### src/spq_pkg.sv
// Types and constants for the sorted priority queue.
// No dependencies; used by every module of the block.
package spq_pkg;

    localparam int QUEUE_DEPTH = 16;
    localparam int COUNT_W     = $clog2(QUEUE_DEPTH + 1);
    localparam int FILL_W      = 5;
    localparam int DATA_W      = 32;

    typedef enum logic {
        OP_ENQ = 1'b0,
        OP_DEQ = 1'b1
    } op_t;

    typedef enum logic [1:0] {
        ST_OK    = 2'd0,
        ST_EMPTY = 2'd1,
        ST_FULL  = 2'd2
    } status_t;

    typedef struct packed {
        logic signed [DATA_W-1:0] data;
        logic signed [DATA_W-1:0] prio;
    } entry_t;

    // Operation applied to every slot of the chain in the same cycle.
    typedef struct packed {
        logic enq;
        logic deq;
    } ctrl_t;

endpackage

### src/spq_cell.sv
// One slot of the sorted chain: holds an entry and moves it along the chain.
// Depends on spq_pkg.
module spq_cell import spq_pkg::*; (
    input  logic   aclk,
    input  ctrl_t  ctrl,
    input  logic   occupied,
    input  logic   prev_ge,
    input  entry_t new_entry,
    input  entry_t left_entry,
    input  entry_t right_entry,
    output entry_t entry,
    output logic   ge
);

    entry_t entry_reg;
    entry_t entry_next;

    // New entry belongs at or ahead of this slot.
    assign ge = !occupied || !($signed(entry_reg.prio) < $signed(new_entry.prio));

    always_comb begin
        entry_next = entry_reg;
        priority if (ctrl.enq) begin
            if (ge && prev_ge) begin
                entry_next = left_entry;
            end else if (ge) begin
                entry_next = new_entry;
            end
        end else if (ctrl.deq) begin
            entry_next = right_entry;
        end else begin
            entry_next = entry_reg;
        end
    end

    always_ff @(posedge aclk) begin
        entry_reg <= entry_next;
    end

    assign entry = entry_reg;

endmodule

### src/sorted_priority_queue.sv
// Sorted priority queue, smallest priority first, built as a chain of slot cells.
// Depends on spq_pkg and spq_cell.
//
// Input channel (s_*): s_op selects enqueue or dequeue of the head; an enqueue
// carries s_item_data and s_item_priority. Every input transfer gives exactly one
// result transfer on the m_* channel: status, the removed head on a dequeue,
// and the fill level after the operation.
// All slots compare against the new priority in parallel and shift by one in
// the same cycle, so the result is registered and m_valid rises in the cycle
// after the input transfer; throughput is one item per cycle while m_ready is high.
// The result sits in an output register; s_ready is high while that register
// is empty or being taken, so a stalled receiver holds back at most one
// result and then stops input transfers until m_ready returns.
// Among equal priorities the newest entry is served first. An enqueue on a full
// queue is refused with status full; a dequeue on an empty queue returns
// status empty with zero data.
// Reset (aresetn low, synchronous) empties the queue and drops any pending
// result; no clearing pass is needed, slot contents are only read below the count.
module sorted_priority_queue import spq_pkg::*; (
    input  logic                     aclk,
    input  logic                     aresetn,
    input  logic                     s_valid,
    output logic                     s_ready,
    input  logic                     s_op,
    input  logic signed [DATA_W-1:0] s_item_data,
    input  logic signed [DATA_W-1:0] s_item_priority,
    output logic                     m_valid,
    input  logic                     m_ready,
    output status_t                  m_status,
    output logic signed [DATA_W-1:0] m_out_data,
    output logic signed [DATA_W-1:0] m_out_priority,
    output logic                     m_out_valid,
    output logic [FILL_W-1:0]        m_fill_level
);

    logic [COUNT_W-1:0]       count_reg, count_next;
    logic                     m_valid_reg, m_valid_next;
    status_t                  status_reg, status_next;
    logic signed [DATA_W-1:0] odata_reg, odata_next;
    logic signed [DATA_W-1:0] oprio_reg, oprio_next;
    logic                     ovalid_reg, ovalid_next;
    logic [FILL_W-1:0]        fill_reg, fill_next;

    ctrl_t                    ctrl;
    entry_t                   new_entry;
    entry_t                   cell_entry [QUEUE_DEPTH];
    logic [QUEUE_DEPTH-1:0]   cell_ge;
    logic [QUEUE_DEPTH-1:0]   cell_occ;
    logic                     accept;
    logic                     full;
    logic                     empty;

    assign s_ready   = !m_valid_reg || m_ready;
    assign accept    = s_valid && s_ready;
    assign full      = (count_reg == COUNT_W'(QUEUE_DEPTH));
    assign empty     = (count_reg == '0);
    assign new_entry = '{data: s_item_data, prio: s_item_priority};

    genvar i;
    generate
        for (i = 0; i < QUEUE_DEPTH; i++) begin : g_cell
            entry_t left_e;
            entry_t right_e;
            logic   prev_g;

            assign cell_occ[i] = (count_reg > COUNT_W'(i));

            if (i == 0) begin : g_head
                assign left_e = '0;
                assign prev_g = 1'b0;
            end else begin : g_body
                assign left_e = cell_entry[i-1];
                assign prev_g = cell_ge[i-1];
            end

            if (i == QUEUE_DEPTH - 1) begin : g_tail
                assign right_e = '0;
            end else begin : g_mid
                assign right_e = cell_entry[i+1];
            end

            spq_cell u_cell (
                .aclk       (aclk),
                .ctrl       (ctrl),
                .occupied   (cell_occ[i]),
                .prev_ge    (prev_g),
                .new_entry  (new_entry),
                .left_entry (left_e),
                .right_entry(right_e),
                .entry      (cell_entry[i]),
                .ge         (cell_ge[i])
            );
        end
    endgenerate

    always_comb begin
        ctrl.enq     = accept && (s_op == OP_ENQ) && !full;
        ctrl.deq     = accept && (s_op == OP_DEQ) && !empty;
        count_next   = count_reg;
        status_next  = status_reg;
        odata_next   = odata_reg;
        oprio_next   = oprio_reg;
        ovalid_next  = ovalid_reg;
        fill_next    = fill_reg;
        m_valid_next = m_valid_reg && !m_ready;

        if (ctrl.enq) begin
            count_next = count_reg + COUNT_W'(1);
        end else if (ctrl.deq) begin
            count_next = count_reg - COUNT_W'(1);
        end

        if (accept) begin
            m_valid_next = 1'b1;
            odata_next   = '0;
            oprio_next   = '0;
            ovalid_next  = 1'b0;
            fill_next    = FILL_W'(count_next);
            unique case (s_op)
                OP_ENQ: begin
                    status_next = full ? ST_FULL : ST_OK;
                end
                OP_DEQ: begin
                    status_next = empty ? ST_EMPTY : ST_OK;
                    if (!empty) begin
                        odata_next  = cell_entry[0].data;
                        oprio_next  = cell_entry[0].prio;
                        ovalid_next = 1'b1;
                    end
                end
                default: begin
                    status_next = ST_OK;
                end
            endcase
        end
    end

    always_ff @(posedge aclk) begin
        if (!aresetn) begin
            count_reg   <= '0;
            m_valid_reg <= 1'b0;
        end else begin
            count_reg   <= count_next;
            m_valid_reg <= m_valid_next;
        end
    end

    always_ff @(posedge aclk) begin
        status_reg <= status_next;
        odata_reg  <= odata_next;
        oprio_reg  <= oprio_next;
        ovalid_reg <= ovalid_next;
        fill_reg   <= fill_next;
    end

    assign m_valid        = m_valid_reg;
    assign m_status       = status_reg;
    assign m_out_data     = odata_reg;
    assign m_out_priority = oprio_reg;
    assign m_out_valid    = ovalid_reg;
    assign m_fill_level   = fill_reg;

endmodule

### config.mk
export PLATFORM = sky130hd
export DESIGN_NAME = sorted_priority_queue
export DESIGN_NICKNAME = d
export VERILOG_FILES = /design/src/spq_pkg.sv /design/src/spq_cell.sv /design/src/sorted_priority_queue.sv
export SDC_FILE = /design/constraint.sdc
export NUM_CORES = 2
export LEC_CHECK = 0
export BUFFER_PORTS_ARGS = -buffer_cell sky130_fd_sc_hd__buf_2
export CORE_MARGIN = 2
export CORE_UTILIZATION = 35
export CTS_CLUSTER_DIAMETER = 30
export DETAILED_ROUTE_END_ITERATION = 10
export PLACE_DENSITY = 0.52
export SLEW_MARGIN = 40
export SYNTH_ARGS = -nofsm -noshare
export SYNTH_HDL_FRONTEND = slang
export SYNTH_HIERARCHICAL = 1
export SYNTH_SLANG_ARGS = --single-unit
### constraint.sdc
create_clock -name aclk -period 8.3 [get_ports aclk]
set_clock_uncertainty 0.05 [all_clocks]
set_input_delay 1.245 -clock aclk [delete_from_list [all_inputs] [get_ports aclk]]
set_output_delay 1.245 -clock aclk [all_outputs]
set_load 0.02 [all_outputs]
==> impl_summary.md <==
Outcome
The run finished, with violations left. The final reports fail on max-slew violations.

Power and ir drop
In this run the static leakage power is 38.9 nW. Registers are responsible for between 20% and 30% of the overall power. Of the total power, the share spent switching nets is between 30% and 40%. The peak ir drop on the vdd network is roughly 0.27 mV. The analysis attributes to net switching a power of 9.04 mW. The portion of total power attributed to the clock network is a little under half. The internal power of the cells totals 18.8 mW. Summing internal, switching and leakage power gives about 28 mW. Power spread over the standard cell area amounts to about 270 nW/um^2.

The proportion of power drawn by combinational gates is roughly 25%.

Detailed routing
The initial DRC count is 6071. The first detailed-routing pass ran for 6 iterations. The wire length after detailed routing is around 260000 um. The number of nets with antenna violations after routing is 0. The number of remaining DRC errors is 0. The detail-routed via count per cell is 5.58.

The final routed wire length divided by cell count is 20.8 um. The routed layout has 69996 vias.

Clock network
The count of hold-fix buffers inserted at cts is 0. The tree is rooted in a clkbuf_16. The H-tree was split into 5 levels.

Buffers added to address setup during post-CTS repair amount to 0. The CTS buffer count is 364. The total clock sinks is 1102. After clock tree synthesis, the clock-pin slew on the worst setup and hold paths is ~0.040 ns. Once the clock tree was built, the resizer swapped 0 gates to a different size.

TritonCTS built the clock tree. For the worst-skew pair, the clock arrives at the later sink with an insertion delay of between 0.9 and 1 ns. The longest clock path from root to sink contains 4 buffers.

Worst setup path
The critical path data required time is 8.87 ns. Traced cell by cell, the critical path runs through buf_2 > buf_4 > inv_1 > ha_1 > nand4_1 > o311ai_1 > a22o_2 > o21ai_0 > nand3_2 > buf_4 > o211a_4 > buf_12 > o221ai_1. The register-to-register path setup slack is 3.35 ns. On the critical path, the stage with the largest delay is an instance of a22o_2.

The classification of the worst setup path is input pin to register. The cell repeated most along the worst path is buf_4. The worst setup path is launched from an input pin. Data on the critical path arrives at its endpoint at between 5 and 6 ns. The largest fanout of any net on the critical path is 65. STA classifies the critical path endpoint as a register. For this run, the slowest stage of the critical path takes 0.75 ns.

Final layout
The area taken by flip-flops and latches is between 30000 and 40000 sq um. Cells fill 41.0% of the core in the end. Fill cells in the final layout number ~24000. The proportion of layout cells with a drive suffix above 1 is 19.3%. The net count of the finished layout is roughly 9500.

Summing all multi-input logic gate instances after layout gives around 45000 sq um. The finished cells cover 102000 sq um. The growth of design area from synthesis to finish is 16.5%.

The flip-flop count of the largest register after layout is between 1000 and 1500.

STA
The number of hold-slack violations in the final timing report is 0. The final period demand of the worst path is roughly 5.2 ns. The final-report max-slew violation count is 65. At the pin with the least slew margin, the transition time is 3.47 ns. In the finished design, the share of the clock period the worst path needs comes to between 60 and 70%. Static timing analysis puts the maximum clock frequency at a little under 0.2 GHz.

Measured against its own limit, the worst slew margin works out to -131%. Setup repair after global routing left no endpoint under its margin. The final total negative setup slack is 0 ns. Setup violations remaining at the end of the flow were counted as 0.

Run
The max-cap violation count is 0.

Global routing
The via count of the first global-routing pass was about 67000. Entering global routing, the biggest net connects about 210 pins. The first global-routing pass estimated between 400000 and 500000 um of wire. The total routing resource utilization after global routing is 19.9%. The number of antenna violations at the first check in global routing came to 11. The residual overflow from global routing is 0.

Floorplanning
From left edge to right edge, the die measures 504 um. Once the floorplan was initialized, standard cells occupied 35.2% of the core. The number of placed I/O pins is 143. The full die area is 254000 sq um. The standard-cell row count is ~180. The total area inside the core boundary comes to 248000 sq um. The vertical extent of the die is slightly above 500 um.

Synthesis
Counting every instance in the synthesized netlist gives between 8000 and 9000. The netlist area before placement is 87400 sq um. The count of yosys warnings during synthesis is 6. A synthesized cell averages about 9.7 sq um.

Place
The placer's final routability congestion estimate is 0.877. After detailed placement, the total cell area comes to ~90000 sq um. The number of I/O port buffers is 142. The detailed-placement wirelength estimate is around 190000 um.

Worst hold path
The class of the tightest hold or removal check is register to register.
## metrics by stage
step | std cells | hold WS (ns) | setup slack (ns)
after floorplan | 9095 | 0.489 | 0.807
after global placement | 11879 | 0.546 | 1.72
after detailed placement | 11899 | 0.525 | 2.02
after CTS | 12532 | 0.492 | 3.02
after global routing | 12538 | 0.542 | 2.73
final | 12541 | 0.548 | 3.14
## cell type report
| cell class | instances | area share (%) |
|---|---|---|
| Timing Repair Buffer | 344 | 2.72 |
| Tap cell | 3330 | 4.09 |
| Inverter | 1383 | 5.10 |
| Antenna cell | 3 | 0.00737 |
| Multi-Input combinational cell | 5746 | 44.6 |
| Clock inverter | 197 | 1.72 |
| Sequential cell | 1102 | 32.4 |
| Clock buffer | 436 | 9.34 |
## worst max-delay path, delay by kind of cell
| kind | cells | cell delay (ns) |
|---|---|---|
| AOI/OAI and AO/OA | 5 | 2.15 |
| buffers and inverters | 5 | 1.67 |
| adders and majority gates | 1 | 0.31 |
| and+or+nand+nor | 2 | 0.24 |
## path summary, 6_finish.rpt
path	startpoint	endpoint	cells past startpoint
worst max-delay path	s_item_priority[7]	g_cell[11].u_cell/entry[0]$_DFFE_PP_	13
worst min-delay path	g_cell[0].u_cell/entry[43]$_DFFE_PP_	m_out_data[11]$_SDFFCE_PP0N_	1
worst max register to register	count_reg[1]$_SDFF_PN0_	g_cell[5].u_cell/entry[8]$_DFFE_PP_	10
worst min register to register	g_cell[0].u_cell/entry[43]$_DFFE_PP_	m_out_data[11]$_SDFFCE_PP0N_	1
## metal layers
metal / track usage (%) / routed length, um
met5: 0 / 11
met1: 31.0 / 132000
met4: 5.54 / 5950
met3: 3.06 / 16000
met2: 28.1 / 106000
## placed cells by master (no fill, tap or decap), types with 14 or more instances in the layout
master,instances
inv_1,1381
clkinv_1,78
buf_12,25
clkbuf_16,370
o221ai_2,780
clkbuf_1,66
o221ai_1,52
buf_4,143
nand3_1,180
nor3_1,16
nor2_1,276
and2_1,834
clkinv_2,78
buf_6,23
bufinv_16,32
o2111ai_1,832
and3_1,78
nand3_2,44
a2bb2oi_1,14
nand2_1,986
a21o_1,26
edfxtp_1,1096
conb_1,130
buf_2,142
o21ai_0,286
ha_1,502
a31oi_1,196
nand4_2,16
nand2b_1,16
or3_1,15
and4_1,16
nand4_1,71
a21oi_1,171
## power groups by stage
stage                     clock network [mW]  registers (mW)  logic (mW)
after detailed placement                   0            8.37        6.80
final                                   12.7            8.31        6.82
after floorplan                            0            8.12        5.36
after global placement                     0            8.38        6.53
after global routing                    13.2            8.41        7.57
after CTS                               12.9            8.30        6.82
No activity file was read; power rests on OpenSTA's default activity.
